$ cat src/ghe_ram.sv
// Generic single-write, single-read RAM with registered read data.
// No dependencies.
module ghe_ram #(
  parameter int WIDTH = 8,
  parameter int DEPTH = 256
) (
  input  logic                     clk,
  input  logic                     wr_en,
  input  logic [$clog2(DEPTH)-1:0] wr_addr,
  input  logic [WIDTH-1:0]         wr_data,
  input  logic                     rd_en,
  input  logic [$clog2(DEPTH)-1:0] rd_addr,
  output logic [WIDTH-1:0]         rd_data
);

  logic [WIDTH-1:0] mem [DEPTH];

  always_ff @(posedge clk) begin
    if (wr_en) begin
      mem[wr_addr] <= wr_data;
    end
    if (rd_en) begin
      rd_data <= mem[rd_addr];
    end
  end

endmodule

$ cat config.mk
export PLATFORM = sky130hd
export DESIGN_NAME = ghe_ram
export DESIGN_NICKNAME = d
export VERILOG_FILES = /design/src/ghe_ram.sv
export SDC_FILE = /design/constraint.sdc
export NUM_CORES = 2
export LEC_CHECK = 0
export ABC_AREA = 0
export ABC_CLOCK_PERIOD_IN_PS = 2890
export BUFFER_PORTS_ARGS = -buffer_cell sky130_fd_sc_hd__buf_4
export CORE_MARGIN = 1
export CORE_UTILIZATION = 63
export DETAILED_ROUTE_END_ITERATION = 10
export PLACE_DENSITY_LB_ADDON = 0.3
export SLEW_MARGIN = 40
export SYNTH_ARGS = -nofsm -noshare
export SYNTH_HDL_FRONTEND = slang
export SYNTH_SLANG_ARGS = --single-unit
$ cat constraint.sdc
create_clock -name clk -period 2.89 [get_ports clk]
set_input_delay 0.289 -clock clk [delete_from_list [all_inputs] [get_ports clk]]
set_output_delay 0.289 -clock clk [all_outputs]
set_load 0.02 [all_outputs]
==> results by group <==
Pwr
  • Portion of total power attributed to combinational logic: 5.6%
  • Internal power summed over all cells: 47600 uW
  • Peak ir drop on the vdd network: 793 uV
  • Relative contribution of the clock network to total power: 40.0%
  • Power density over cell area: 657 nW/um^2
  • Overall power of the completed layout: 60500 uW
  • Switching power share of the total: 21.3%
  • Net Switching: 12900 uW
  • Share of power burned in registers: 54.4%
  • Leakage dissipation: 0.0298 uW

Timing
  • Number of slew-limit violations in the final report: 0
  • Pin slew with the least headroom to its limit: 0.945 ns
  • RSZ-0062 raised after global routing: false
  • Summed negative setup slack over all endpoints: -0.0508 ns
  • Ratio of final minimum period to clock period: 101%
  • Slew Limit Headroom: 37.0%
  • Fmax achieved: 343 MHz
  • Fin worst setup slack: -0.0296 ns
  • Final setup violation count: 2
  • Final Hold Fails: 0
  • Final period demand of the worst path: 2.92 ns
  • Worst clock skew: 0.0308 ns

Floorplanning
  • Std-Cell Rows: 130
  • Number of ports placed on the die boundary: 35
  • Starting Density: 63.4%
  • DIE AREA: 128000 um^2
  • X dimension of the die: 358 um
  • Core area: 126000 um^2
  • Vertical die dimension: 358 um

Global routing
  • Via count of the first global-routing pass: 42450
  • Antenna violations before repair: 6
  • Overflow left after global routing: 0
  • First-pass GRT wire length: 290 mm
  • Pin count of the biggest net entering global routing: 109
  • All-Layer GR Usage: 32.2%

Cells and area
  • Final cell area excluding filler cells: 92000 um^2
  • Layout Utilization: 73.3%
  • Most frequent standard cell in the layout excluding fill and tap cells: edfxtp_1
  • Layout Nets: 4362
  • Area delta synth->final: 15.5%
  • Share of cells above drive strength 1: 30.4%
  • Fin cells: 6153
  • Commonest cells after routing, fill and taps aside: edfxtp_1 (2056), buf_4 (559), mux4_2 (454), nor2_1 (278), clkbuf_16 (202)
  • Count of filler cells inserted in the layout: 6800

Clocking
  • Number of buffers on the longest clock path: 3
  • TritonCTS buffer count: 194
  • Clock net sink count: 2056
  • TritonCTS clock tree: built
  • Clk pin slew, worst setup/hold paths: 0.06 ns
  • CTS H-tree lvls: 4
  • Library cell used as clock root buffer: clkbuf_16
  • Worst-Skew Late Latency: 0.83 ns
  • Resized Gates After CTS: 0

Synthesis
  • Post-synthesis instance area: 79600 um^2
  • Post-synth ARST share: 0%
  • Arithmetic-cell share of the synthesized area counting full adders, half adders and majority gates: 0%
  • Synth Area in Compound Gates: 3.42%
  • Number of flops mapped to enable cells by yosys: 2056
  • Average cell area after synthesis: 21.3 um^2
  • Dominant combinational cell family by area after synthesis: multiplexers
  • Yosys synthesis warning count: 0
  • Post-synthesis net count: 3760
  • Part of the Yosys area used for sequential elements: 77.5%
  • Primary FF master, synth: edfxtp_1
  • Synth Area in XOR/XNOR: 0%
  • Gate Count Post-Synth: 3733
  • Number of flip-flops and latches in the synthesized netlist: 2056
  • Mux cell area share after synthesis: 14.6%
  • Synthesized-area fraction occupied by and/or/nand/nor cells: 2.63%
  • Post-synth cell types: 54

Setup path
  • Crit path max fanout: 1
  • Critical Path Sink Type: flip-flop
  • Largest stage delay on the critical path: 0.74 ns
  • Data arrival time of the critical path: 3.47 ns
  • Critical Path Start Type: flip-flop
  • Highest-delay cell along the critical path: a221oi_1
  • Critical path, cell by cell: mux4_2 -> a22o_1 -> a221oi_1 -> o32ai_1 -> nor3_1 -> buf_4 -> nor4_1
  • Critical Path RT: 3.44 ns
  • Setup Crit Path Kind: reg -> reg

Routing
  • Drt total wl: 201 mm
  • Number of nets with antenna violations after detailed routing: 0
  • Detailed Route Iter0 Violations: 6227
  • Vias post-DR: 42179
  • Average vias per placed instance: 6.86
  • Pre-antenna DRT Iters: 6
  • DRC errors left: 0
  • Average wire per standard cell: 32.6 um

Placement
  • Cell count after placement: 5781
  • Dpl hpwl: 124 mm
  • Total of buffers placed on input and output ports: 34
  • Standard cell area after detailed placement: 85900 um^2
  • Placer congestion estimate: 0.865

Outcome
  • Violations in the final reports: setup timing
  • Status: complete, but fails checks

Flow run
  • Count of max-cap constraint violations: 0

Hold path
  • Worst hold path type: in -> reg
[repair_timing]
item                                   CTS  global route
hold buffers                             6             1
endpoints found under the hold margin  166            17
setup endpoints to repair                0             0
buffers inserted                         0             0
[worst max-delay path: cells and delay by family (launching register included)]
family	cells	cell delay, ns
compound gates	3	1.29
buf+inv	1	0.17
flops	1	0.38
mux	1	0.49
simple gates	2	0.30
[cells by family (layout without fill, tap and decap cells)]
kind of cell / after synthesis / after routing
AO/OA/AOI/OAI: 385 / 385
buffers and inverters: 235 / 1004
flip-flops: 2056 / 2056
multiplexers: 591 / 591
other: 0 / 1
AND/OR/NAND/NOR: 466 / 466
[cell usage after synthesis (all sizes together), types with 2 or more instances]
| cell type | number | share of area [%] |
|---|---|---|
| mux4 | 456 | 13 |
| a21oi | 96 | 0.60 |
| o32ai | 5 | 0.064 |
| nor2b | 31 | 0.24 |
| o22a | 5 | 0.055 |
| clkbuf | 111 | 0.52 |
| o221ai | 47 | 0.52 |
| and3b | 2 | 0.022 |
| nor4 | 27 | 0.24 |
| nand2 | 33 | 0.16 |
| o211ai | 10 | 0.094 |
| o21ai | 12 | 0.075 |
| nor3 | 22 | 0.14 |
| and2 | 6 | 0.047 |
| nand3 | 34 | 0.21 |
| edfxtp | 2056 | 78 |
| a2111oi | 5 | 0.066 |
| a221oi | 14 | 0.16 |
| a31oi | 2 | 0.016 |
| a211oi | 16 | 0.15 |
| or2 | 4 | 0.031 |
| nand3b | 2 | 0.019 |
| a22o | 8 | 0.088 |
| nor2 | 282 | 1.3 |
| a22oi | 133 | 1.3 |
| nand4 | 10 | 0.079 |
| nand2b | 8 | 0.063 |
| mux2i | 134 | 1.7 |
| buf | 122 | 1.3 |
| a311oi | 2 | 0.022 |
| o22ai | 28 | 0.22 |
[cell type report]
type                            instances  area, um^2  area share, %
Sequential cell                      2056       61700           67.1
Antenna cell                            1        2.50        0.00272
Tap cell                             1650        2060           2.24
Inverter                                2        7.51        0.00816
Multi-Input combinational cell       1442       16500           17.9
Timing Repair Buffer                  639        5680           6.18
Clock inverter                        117         788          0.857
Clock buffer                          246        5220           5.67
[metal layers]
metal | global-route usage, % | vias up | wire [um] | share of wire [%]
met1 | 45.1 | 21685 | 70400 | 35
met4 | 12.2 | 4 | 7800 | 3.9
met3 | 6.94 | 448 | 25400 | 13
li1 | - | 16910 | - | -
met2 | 50.6 | 3132 | 97100 | 48
met5 | 0 | - | 23 | 0.011
[power by group through the flow]
stage          Combinational [uW]  Sequential, uW  Clock (uW)
2_1_floorplan                1600           33600           0
3_3_place_gp                 3210           33600           0
3_5_place_dp                 3280           33600           0
4_1_cts                      3330           32900       24300
5_1_grt                      3490           32900       25400
6_report                     3370           32900       24200
[path summary, 6_finish.rpt]
check / startpoint / endpoint / slack [ns] / cells after the start
setup reg to reg: mem[83][5] / rd_data[5] / -0.03 / 7
hold / removal: wr_data[3] / mem[216][3] / 0.07 / 1
setup / recovery: mem[83][5] / rd_data[5] / -0.03 / 7
hold reg to reg: mem[32][5] / rd_data[5] / 1.16 / 7
[stage by stage]
step | setup WS, ns | hold slack (ns)
3_5_place_dp | -0.571 | 0.669
4_1_cts | 0.0810 | 0.0112
5_1_grt | 0.00267 | 0.0524
3_3_place_gp | -0.759 | 0.656
2_1_floorplan | 0.525 | 0.388
6_report | -0.0296 | 0.0712
[registers in the layout (all words and copies together), names as in the netlist]
name	count
mem	2048
rd_data	8
No activity file was read; power rests on OpenSTA's default activity.
