<file path="src/ghe_pkg.sv">
// Shared types, constants and helpers for the gray histogram equalizer.
// Used by the top level, ghe_div and the testbench; depends on nothing else.
package ghe_pkg;

  localparam longint unsigned MAX_PIXELS = 64'd16777216;

  localparam int NUM_LEVELS = 256;
  localparam int LVL_W      = $clog2(NUM_LEVELS);
  localparam int CNT_W      = $clog2(MAX_PIXELS + 1);
  // running sum over all bins can reach NUM_LEVELS * MAX_PIXELS
  localparam int SUM_W      = CNT_W + LVL_W;
  localparam int REM_W      = CNT_W + LVL_W;
  localparam int DIV_STEPS  = LVL_W;
  localparam int STEP_W     = $clog2(DIV_STEPS);

  localparam logic [CNT_W-1:0] CNT_MAX   = CNT_W'(MAX_PIXELS);
  localparam logic [LVL_W-1:0] TOP_LEVEL = LVL_W'(NUM_LEVELS - 1);

  typedef enum logic [1:0] {
    OP_ACCUM = 2'd0,
    OP_BUILD = 2'd1,
    OP_MAP   = 2'd2,
    OP_CLEAR = 2'd3
  } ghe_op_t;

  typedef enum logic [3:0] {
    S_IDLE,
    S_ACC_WR,
    S_MAP_OUT,
    S_BLD_RD,
    S_BLD_SUM,
    S_BLD_START,
    S_BLD_WAIT
  } ghe_state_t;

  typedef struct packed {
    ghe_op_t           op;
    logic [LVL_W-1:0]  pixel;
  } ghe_in_t;

  typedef struct packed {
    logic [LVL_W-1:0]  mapped_pixel;
    logic              table_built;
  } ghe_out_t;

  typedef struct packed {
    logic              start;
    logic [SUM_W-1:0]  sum;
    logic [CNT_W-1:0]  total;
  } div_req_t;

  typedef struct packed {
    logic              done;
    logic [LVL_W-1:0]  quo;
  } div_rsp_t;

  function automatic logic [CNT_W-1:0] sat_inc(input logic [CNT_W-1:0] v);
    logic [CNT_W-1:0] r;
    r = (v == CNT_MAX) ? v : v + CNT_W'(1);
    return r;
  endfunction

endpackage

</file>
<file path="src/ghe_div.sv">
// Iterative divider: floor(sum * 255 / total), limited to 255, zero for zero total.
// One quotient bit per cycle. Depends on ghe_pkg.
module ghe_div import ghe_pkg::*; (
  input  logic     clk,
  input  logic     rst_n,
  input  div_req_t req,
  output div_rsp_t rsp
);

  logic              busy_r, busy_nxt;
  logic              done_r, done_nxt;
  logic [STEP_W-1:0] step_r, step_nxt;
  logic [REM_W-1:0]  rem_r, rem_nxt;
  logic [REM_W-1:0]  dsh_r, dsh_nxt;
  logic [LVL_W-1:0]  quo_r, quo_nxt;

  logic [CNT_W-1:0]  sum_lo;
  logic [REM_W-1:0]  prod;
  logic              fits;

  assign sum_lo = req.sum[CNT_W-1:0];
  // sum * 255 as (sum << 8) - sum
  assign prod   = {sum_lo, LVL_W'(0)} - REM_W'(sum_lo);
  assign fits   = (rem_r >= dsh_r);

  always_comb begin
    busy_nxt = busy_r;
    done_nxt = 1'b0;
    step_nxt = step_r;
    rem_nxt  = rem_r;
    dsh_nxt  = dsh_r;
    quo_nxt  = quo_r;
    if (req.start) begin
      if (req.total == '0) begin
        quo_nxt  = '0;
        done_nxt = 1'b1;
      end else if (req.sum >= SUM_W'(req.total)) begin
        // quotient would be 255 or more
        quo_nxt  = TOP_LEVEL;
        done_nxt = 1'b1;
      end else begin
        // sum < total, so the quotient fits in LVL_W bits
        busy_nxt = 1'b1;
        rem_nxt  = prod;
        dsh_nxt  = REM_W'(req.total) << (LVL_W - 1);
        step_nxt = STEP_W'(DIV_STEPS - 1);
        quo_nxt  = '0;
      end
    end else if (busy_r) begin
      if (fits) begin
        rem_nxt = rem_r - dsh_r;
      end
      quo_nxt = {quo_r[LVL_W-2:0], fits};
      dsh_nxt = dsh_r >> 1;
      if (step_r == '0) begin
        busy_nxt = 1'b0;
        done_nxt = 1'b1;
      end else begin
        step_nxt = step_r - STEP_W'(1);
      end
    end
  end

  always_ff @(posedge clk) begin
    if (!rst_n) begin
      busy_r <= 1'b0;
      done_r <= 1'b0;
    end else begin
      busy_r <= busy_nxt;
      done_r <= done_nxt;
    end
    step_r <= step_nxt;
    rem_r  <= rem_nxt;
    dsh_r  <= dsh_nxt;
    quo_r  <= quo_nxt;
  end

  assign rsp.done = done_r;
  assign rsp.quo  = quo_r;

endmodule

</file>
<file path="config.mk">
export PLATFORM = sky130hd
export DESIGN_NAME = ghe_div
export DESIGN_NICKNAME = d
export VERILOG_FILES = /design/src/ghe_pkg.sv /design/src/ghe_div.sv
export SDC_FILE = /design/constraint.sdc
export NUM_CORES = 1
export LEC_CHECK = 0
export BUFFER_PORTS_ARGS = -buffer_cell sky130_fd_sc_hd__buf_4
export CAP_MARGIN = 20
export CORE_MARGIN = 3
export CORE_UTILIZATION = 30
export DETAILED_ROUTE_END_ITERATION = 6
export PLACE_DENSITY = 0.55
export SLEW_MARGIN = 30
export SYNTH_ARGS = -nofsm -noshare
export SYNTH_HDL_FRONTEND = slang
export SYNTH_SLANG_ARGS = --single-unit
</file>
<file path="constraint.sdc">
create_clock -name clk -period 4.4 [get_ports clk]
set_input_delay 0.22 -clock clk [delete_from_list [all_inputs] [get_ports clk]]
set_output_delay 0.22 -clock clk [all_outputs]
set_load 0.02 [all_outputs]
</file>
==> run_results.csv, run 1 <==
group,metric,value,unit
place,gp_congestion,0.9342,
synthesis,syn_area_per_cell,8.603,um2
clock_tree,cts_setup_buffers,0,
finish,n_antenna_cell,0,
floorplan,num_rows,56,
floorplan,start_util,0.3106,
route,drcViolationCount,0,
timing,finalSetupViolations,0,
floorplan,io_pins,70,
synthesis,synth_top_cell_area_share,0.3085,
global_routing,grt_pass1_vias,6413,
floorplan,die_area,26580,um2
route,wire_per_inst,17.76,um
clock_tree,h-tree-depth,3,
synthesis,synth-edff-count,76,
worst_hold_path,hold_path.class,"in2reg",
synthesis,ys_types,84,
job,maxCapViolations,0,
clock_tree,cts_tree,"built",
finish,final_util,0.3600,
worst_setup_path,cp_max_fo,33,
timing,rsz0062_at_grt,"no",
pwr,vdd_drop_max,0.0001885,V
clock_tree,clockBufferDepth,2,
clock_tree,clkTransAtPathRegs,0.07,ns
worst_setup_path,reg2regPathDepth,9,
run_status,outcome,"completed",
clock_tree,cts.sinks,78,
route,via_count,6476,
timing,hold_ws,0.1648,ns
floorplan,fp.dieH,163.0,um
place,dpl.hpwl,17.64,mm
global_routing,grt_max_degree,89,
clock_tree,cts-resized-gates,0,
finish,seq_area,2322,um2
clock_tree,clock_latency,0.35,ns
synthesis,yosys_warnings,0,
synthesis,yosys.area.top_type,"edfxtp_1",
finish,drive_gt1_frac,0.1377,
synthesis,syn_area,7398,um2
floorplan,die_x,163.0,um
worst_setup_path,worstPathArrival,3.06,ns
worst_hold_path,hold_depth,2,
clock_tree,clockRootBuffer,"clkbuf_16",
timing,final_max_slew_viol_count,0,
synthesis,synth_area_leaders,"edfxtp_1, ha_1, o21ai_0, inv_1, nand2_1",
synthesis,synth_seq_area_share,0.3139,
synthesis,synth_common_cells,"inv_1, nand2_1, o21ai_0",
global_routing,antenna_found_initial,0,
route,drtIter0Drc,602,
timing,worst-slew-pin-transition,0.8382,ns
worst_setup_path,required,4.38,ns
route,wirelength,22.05,mm
global_routing,grt_first_pass_wirelength,34.81,mm
worst_setup_path,endpoint_kind,"register",
pwr,p_leak,3.701,nW
clock_tree,cts_buffers,9,
finish,n_fill_cell,2539,
timing,hold_viol_final,0,
floorplan,core_area,23820,um2
timing,post-route-min-period,3.082,ns
timing,finClkSkew,0.009055,ns
timing,tns,0,ns
synthesis,ys_async_sr_fraction,0,
timing,clock.fmax,324.5,MHz
synthesis,synth-main-ff-cell,"edfxtp_1",
global_routing,grt_overflow,0,
finish,nNetsFinal,1056,
synthesis,syn_inst,860,
pwr,power_density,256.7,nW/um2
worst_setup_path,critical_path_class,"reg2reg",
synthesis,ys_seq_elements,78,
worst_setup_path,setup.worst_path.start_class,"register",
finish,multi_input_area,4572,um2
route,antenna_left,0,
synthesis,syn_nets,999,
place,portBuffers,69,
clock_tree,ctsHoldBuffers,0,
timing,slew-limit-headroom,0.4412,
timing,finalCritPeriodShare,0.7004,
route,firstDrtPassIters,5,
finish,area_growth,15.93,%
global_routing,track_usage,0.1667,
synthesis,synth.most_common_cell,"inv_1",
route,via_per_inst,5.218,
[final timing paths]
kind         slack (ns)                start             endpoint
min                0.16                rst_n  busy_r$_SDFFE_PN0P_
max reg2reg        1.32   rem_r[5]$_DFFE_PP_   rem_r[5]$_DFFE_PP_
min reg2reg        0.50  busy_r$_SDFFE_PN0P_  busy_r$_SDFFE_PN0P_
max                1.32   rem_r[5]$_DFFE_PP_   rem_r[5]$_DFFE_PP_
[routing by layer]
layer  track usage  up-vias  share of wire
met4       0.04998        0          0.020
met3       0.02232       22          0.041
met1        0.2271     3033           0.47
met2        0.2761      145           0.47
li1              -     3276              -
met5             0        -              0
[where the power goes]
group | switching, mW | internal, mW | leakage, nW
registers | 0.00235 | 0.825 | 0.704
clock network | 0.318 | 0.633 | 0.185
logic | 0.253 | 0.170 | 2.81
[worst max-delay path, cell delays in order (launching register included)]
cell and delay (ns):
edfxtp_1 0.38, ha_1 0.43, nand4_1 0.21, nor4_1 0.31
nand3_1 0.15, o21ai_0 0.25, a2111oi_0 0.11, a21oi_1 0.30
o21a_1 0.15, buf_4 0.42
[per-stage QoR]
step	cell area [um2]	setup slack [ns]	instances	power, mW
final	8577	1.318	1241	2.202
after detailed placement	8198	0.9961	1225	1.263
after global routing	8577	1.034	1241	2.294
after global placement	8198	1.014	1225	1.263
after CTS	8577	1.339	1241	2.217
after floorplan	7398	0.4771	860	1.107
[registers in the layout, summed over array words and instances, names as in the netlist]
| name | cells |
|---|---|
| busy_r | 1 |
| done_r | 1 |
| dsh_r | 32 |
| quo_r | 8 |
| rem_r | 33 |
| step_r | 3 |
[cells by family (layout without fill, tap and decap cells)]
| kind of cell | Yosys count | after routing | synth area share |
|---|---|---|---|
| AND/OR/NAND/NOR | 261 | 261 | 0.1808 |
| XOR/XNOR | 41 | 41 | 0.04854 |
| AO/OA/AOI/OAI | 273 | 273 | 0.2445 |
| adder cells (fa/ha/maj) | 78 | 78 | 0.1329 |
| buffers and inverters | 122 | 184 | 0.06968 |
| flip-flops | 78 | 78 | 0.3139 |
| multiplexers | 7 | 7 | 0.009640 |
[layout by cell type (no fill, tap or decap), types with 5 or more instances in the layout]
cell type  instances
nand2_1           90
nor4_1             8
xnor2_1           20
a31oi_1           13
a211oi_1          14
a21oi_1           49
o21a_1            11
ha_1              77
edfxtp_1          76
a21o_1            31
nand2b_1          11
nand3_1           27
o21ai_0           78
mux2i_1            6
nand4_1           13
o21ai_1           10
or3_1              5
and3_1             5
o211ai_1           7
clkbuf_16          9
nor2_1            47
inv_1             95
xor2_1            21
buf_4             73
and2_1             5
nor2b_1            7
nor3_1            16
[area by class of cell]
cell class | count | share of cell area
multi-input combinational | 660 | 0.5330
sequential | 78 | 0.2708
timing repair buffer | 73 | 0.06389
tap | 319 | 0.04654
inverter | 95 | 0.04158
clock buffer | 10 | 0.02786
clock inverter | 6 | 0.01634
Note: power is estimated with default switching activity, not from simulation.
==> inputs of run 2 (changes only) <==
Settings changed: ABC_AREA set to 1.
Clock period 4.4 ns to 3.03 ns, I/O delays scaled along.
==> run_results.csv, run 2 <==
group,metric,value,unit
synthesis,ys_types,45,
timing,hold_viol_final,0,
timing,tns,0,ns
route,top_layer,"met5",
route,drcViolationCount,0,
finish,mostFrequentLayoutCell,"nand2_1",
synthesis,yosys.area.top_type,"edfxtp_1",
synthesis,yosys.area_share.adder,0.1266,
job,maxCapViolations,0,
finish,largest_register_ff_count,33,
floorplan,num_rows,58,
worst_setup_path,cp_max_fo,33,
floorplan,fp.dieH,166.9,um
finish,n_antenna_cell,0,
synthesis,synth_top_family_by_area,"simple AND/OR/NAND/NOR gates",
place,dpl_cell_area,8691,um2
synthesis,synth.most_common_cell,"nand2_1",
global_routing,grt_max_degree,89,
finish,drive_gt1_frac,0.1406,
floorplan,start_util,0.3068,
clock_tree,clockRootBuffer,"clkbuf_16",
clock_tree,clkTransAtPathRegs,0.07,ns
timing,finalSetupViolations,0,
floorplan,io_pins,70,
route,drtIter0Drc,630,
clock_tree,cts_tree,"built",
worst_setup_path,worstPathArrival,2.60,ns
timing,slew-limit-headroom,0.4299,
pwr,vdd_drop_max,0.0003260,V
pwr,p_leak,4.058,nW
synthesis,syn_area_per_cell,6.937,um2
finish,final_cell_mix,"nand2_1, inv_1, nor2_1",
place,portBuffers,69,
synthesis,syn_inst,1120,
worst_setup_path,endpoint_kind,"register",
finish,area_growth,15.93,%
clock_tree,h-tree-depth,3,
clock_tree,ctsHoldBuffers,0,
worst_setup_path,critical_path_class,"reg2reg",
place,dpl.hpwl,20.75,mm
global_routing,grt_overflow,0,
finish,largest-register,"rem_r",
place,gp_congestion,0.9332,
synthesis,synth_top_cell_area_share,0.2937,
floorplan,die_x,166.9,um
floorplan,core_area,25330,um2
synthesis,syn_area,7770,um2
synthesis,synth_common_cells,"nand2_1, inv_1, nor2_1",
timing,post-route-min-period,2.574,ns
synthesis,syn_nets,1259,
timing,final_max_slew_viol_count,0,
clock_tree,clock_latency,0.35,ns
synthesis,synth_area_leaders,"edfxtp_1, ha_1, nand2_1, inv_1, a21oi_1",
timing,worst-slew-pin-transition,0.8551,ns
run_status,outcome,"completed",
route,wl_met3,1.215,mm
route,routed-wl-met2,11.61,mm
timing,rsz0062_at_grt,"no",
route,via_per_inst,5.014,
timing,clock.fmax,388.5,MHz
synthesis,synth_seq_area_share,0.2989,
synthesis,synth-compound-area-share,0.1715,
synthesis,ys_seq_elements,78,
global_routing,grt_first_pass_wirelength,39.07,mm
global_routing,antenna_found_initial,1,
clock_tree,clockBufferDepth,2,
timing,finalCritPeriodShare,0.8494,
route,wire_per_inst,16.42,um
synthesis,synthSimpleGateAreaFrac,0.3006,
finish,reg_top3,"rem_r x33, dsh_r x32, quo_r x8",
global_routing,grt_pass1_vias,7371,
worst_hold_path,hold_path.class,"in2reg",
synthesis,ys_async_sr_fraction,0,
route,wirelength,25.04,mm
pwr,power_density,422.4,nW/um2
route,drt-met1-wl,11.00,mm
clock_tree,cts_setup_buffers,0,
finish,final_area,9007,um2
synthesis,synth-edff-count,76,
synthesis,synth-main-ff-cell,"edfxtp_1",
worst_setup_path,required,3.06,ns
timing,finClkSkew,0.01211,ns
route,antenna_left,0,
synthesis,muxShareOfSynthArea,0,
finish,nNetsFinal,1329,
route,firstDrtPassIters,7,
synthesis,synth_xor_area_frac,0.007890,
clock_tree,cts_buffers,9,
floorplan,die_area,27870,um2
clock_tree,cts-resized-gates,0,
worst_setup_path,setup.worst_path.start_class,"register",
clock_tree,cts.sinks,78,
route,via_count,7646,
synthesis,yosys_warnings,0,
global_routing,track_usage,0.1771,
## run 2: cell types whose count changed in the layout (fill, tap and decap cells not counted), sizes merged, moves of 17 or more
cell and delta:
xor2 -17, inv +79, xnor2 -17, nor2 +82
nand2 +179, a21o -26, nand3 +44, o21ai +24
a21oi +50
## run 2: layout make-up
class                      instances  area [um2]
clock inverter                     5       83.83
timing repair buffer              75       575.6
clock buffer                      11       232.7
inverter                         177       664.4
sequential                        78        2322
fill                            2684       16320
tap                              330       412.9
multi-input combinational        849        4716
## run 2: cells by family (layout without fill, tap and decap cells)
group,Yosys count,after routing
AOI/OAI and AO/OA,243,243
DFF,78,78
xor gates and xnor gates,7,7
buffers and inverters,193,268
adders and majority gates,78,78
and+or+nand+nor,521,521
## run 2: final timing paths
path / from / endpoint / slack, ns / depth (start not counted)
min reg2reg: busy_r$_SDFFE_PN0P_ / done_r$_SDFF_PN0_ / 0.48 / 2
min: rst_n / done_r$_SDFF_PN0_ / 0.06 / 3
max: dsh_r[14]$_DFFE_PP_ / rem_r[1]$_DFFE_PP_ / 0.46 / 11
max reg2reg: dsh_r[14]$_DFFE_PP_ / rem_r[1]$_DFFE_PP_ / 0.46 / 11
## run 2: metrics by stage
stage,util,hold WS [ns],std cells,setup WS [ns],total power [mW]
global route,0.3556,0.06493,1525,0.2280,4.033
finish,0.3556,0.05763,1525,0.4562,3.805
detailed placement,0.3431,0.4173,1509,0.2972,2.635
CTS,0.3556,0.05529,1525,0.4197,3.819
global placement,0.3431,0.4135,1509,0.3420,2.627
floorplan,-,0.2831,1120,0.2848,2.217
## run 2: where the power goes
part	total [mW]	internal (mW)	switching, mW
Sequential	1.32	1.30	0.0245
Clock	1.18	0.724	0.454
Combinational	1.31	0.439	0.867
Total	3.81	2.46	1.35
## run 2: worst max-delay path, stage by stage (launching register included)
cell	delay (ns)
edfxtp_1	0.32
inv_1	0.07
ha_1	0.37
nand2_1	0.15
nor2_2	0.18
nand2_1	0.13
nor4b_2	0.34
a21oi_1	0.11
nand2_1	0.15
nor2_1	0.07
nor2_2	0.13
buf_12	0.23
## run 2: routing by layer
layer / track usage / up-vias
met5: 0 / -
met4: 0.08644 / 2
met3: 0.02018 / 49
li1: - / 3903
met2: 0.2934 / 240
met1: 0.2298 / 3452
==> inputs of run 3 (changes only) <==
Settings changed: PLACE_DENSITY 0.55 to 0.57.
Clock period 3.03 ns to 2.1 ns, I/O delays scaled along.
==> run_results.csv, run 3 (synthesized netlist as in run 2, its figures left out) <==
group,metric,value,unit
pwr,p_comb_frac,0.458,
finish,largest-register,"rem_r",
pwr,p_seq_frac,0.279,
floorplan,core_area,25330,um2
pwr,power_density,568.2,nW/um2
timing,rsz0062_at_grt,"yes",
finish,area_growth,57.25,%
finish,n_antenna_cell,0,
pwr,p_int,4.493,mW
timing,layout_setup_ws,-0.3202,ns
route,firstDrtPassIters,7,
worst_setup_path,setup.worst_path.start_class,"register",
worst_setup_path,critPathMaxStageDelay,0.39,ns
finish,nNetsFinal,1582,
timing,finalSetupViolations,43,
global_routing,grt_max_degree,50,
pwr,p_leak,5.491,nW
worst_setup_path,endpoint_kind,"register",
worst_setup_path,required,2.16,ns
clock_tree,cts.sinks,78,
timing,hold_viol_final,0,
global_routing,grt_pass1_vias,8452,
run_status,outcome,"finished with violations",
place,dp_cells,1733,
global_routing,antenna_found_initial,0,
timing,worst-slew-pin-transition,0.5818,ns
finish,final_cell_mix,"buf_4, nand2_1, inv_1",
worst_hold_path,hold_path.class,"in2reg",
pwr,p_sw_frac,0.3529,
job,maxCapViolations,0,
timing,hold_ws,0.01919,ns
route,via_per_inst,4.900,
finish,mostFrequentLayoutCell,"buf_4",
finish,n_fill_cell,2387,
run_status,failed_checks,"setup timing",
floorplan,fp.dieH,166.9,um
finish,drive_gt1_frac,0.4147,
timing,final_max_slew_viol_count,0,
worst_setup_path,worst_path_max_delay_cell,"edfxtp_1",
place,dpl_cell_area,10720,um2
pwr,vdd_drop_max,0.0003900,V
timing,finalCritPeriodShare,1.152,
timing,clock.fmax,413.2,MHz
route,drcViolationCount,0,
floorplan,num_rows,58,
place,portBuffers,69,
global_routing,grt_first_pass_wirelength,44.66,mm
floorplan,start_util,0.3068,
clock_tree,h-tree-depth,3,
finish,layout.cells.non_filler,1777,
clock_tree,cts_buffers,9,
finish,largest_register_ff_count,33,
clock_tree,ctsHoldBuffers,0,
clock_tree,clockBufferDepth,2,
clock_tree,clockRootBuffer,"clkbuf_16",
timing,tns,-10.74,ns
timing,slew-limit-headroom,0.6080,
pwr,p_sw,2.450,mW
pwr,power,6.943,mW
place,gp_congestion,0.9186,
route,antenna_left,0,
route,via_count,8707,
clock_tree,clkTransAtPathRegs,0.06,ns
timing,post-route-min-period,2.420,ns
clock_tree,cts_tree,"built",
floorplan,die_x,166.9,um
route,drtIter0Drc,535,
place,dp_slack,-0.3773,ns
worst_setup_path,crit_family,"simple AND/OR/NAND/NOR gates",
timing,finClkSkew,0.007421,ns
worst_setup_path,cp_max_fo,8,
worst_setup_path,critical_path_class,"reg2reg",
floorplan,die_area,27870,um2
worst_setup_path,worstPathArrival,2.48,ns
global_routing,track_usage,0.2027,
route,wire_per_inst,17.03,um
global_routing,grt_overflow,0,
route,wirelength,30.26,mm
finish,reg_top3,"rem_r x33, dsh_r x32, quo_r x8",
pwr,clkPwrFrac,0.263,
worst_setup_path,cp_cell_sequence,"ha_1, nand2_1, nor2_2, nand2_4, nor4_4, a21oi_2, nand2_4, nor2_4, nor2_4, buf_12, clkbuf_16",
finish,final_area,12220,um2
floorplan,io_pins,70,
worst_setup_path,worst-path-buf-inv,2,
place,dpl.hpwl,23.31,mm
clock_tree,clock_latency,0.34,ns
finish,final_util,0.4824,
## run 3: cell count changes in the layout (fill, tap and decap cells not counted), sizes merged
cell,previous run,this run
buf,75,326
bufinv,2,3
clkinv,2,3
inv,176,175
## run 3: final timing paths
check	startpoint	to	slack, ns	depth (start not counted)
max	rem_r[25]$_DFFE_PP_	rem_r[24]$_DFFE_PP_	-0.32	11
min	rst_n	busy_r$_SDFFE_PN0P_	0.02	3
max reg2reg	rem_r[25]$_DFFE_PP_	rem_r[24]$_DFFE_PP_	-0.32	11
min reg2reg	busy_r$_SDFFE_PN0P_	done_r$_SDFF_PN0_	0.48	2
## run 3: what timing repair did
action / CTS / global route
gates cloned: 2 / 2
resized for setup: 71 / 168
setup endpoints to repair: 54 / 92
setup buffers: 17 / 19
pin swaps: 13 / 54
## run 3: power by group through the flow
| stage | Sequential (mW) | Clock, mW | Combinational [mW] |
|---|---|---|---|
| after floorplan | 1.96 | 0 | 1.35 |
| after global placement | 1.95 | 0 | 2.54 |
| after detailed placement | 1.96 | 0 | 2.56 |
| after CTS | 1.93 | 1.85 | 2.77 |
| after global routing | 1.94 | 1.91 | 3.44 |
| final | 1.93 | 1.83 | 3.18 |
## run 3: cell type report
type,instances,area (um2),area share
timing repair buffer,328,2654,0.2172
multi-input combinational,849,5824,0.4767
clock inverter,6,111.4,0.009114
sequential,78,2322,0.1901
clock buffer,9,225.2,0.01843
inverter,177,668.1,0.05468
tap,330,412.9,0.03379
## run 3: per-layer routing
metal | wire length, um | global-route usage | share of wire
met3 | 1226 | 0.01804 | 0.041
met5 | 0 | 0 | 0
met2 | 14800 | 0.3528 | 0.49
met1 | 13170 | 0.2648 | 0.44
met4 | 1064 | 0.06779 | 0.035
## run 3: worst min-delay path, delay by kind of cell
family	cells	cell delay (ns)
compound gates	1	0.10
buf+inv	2	0.12
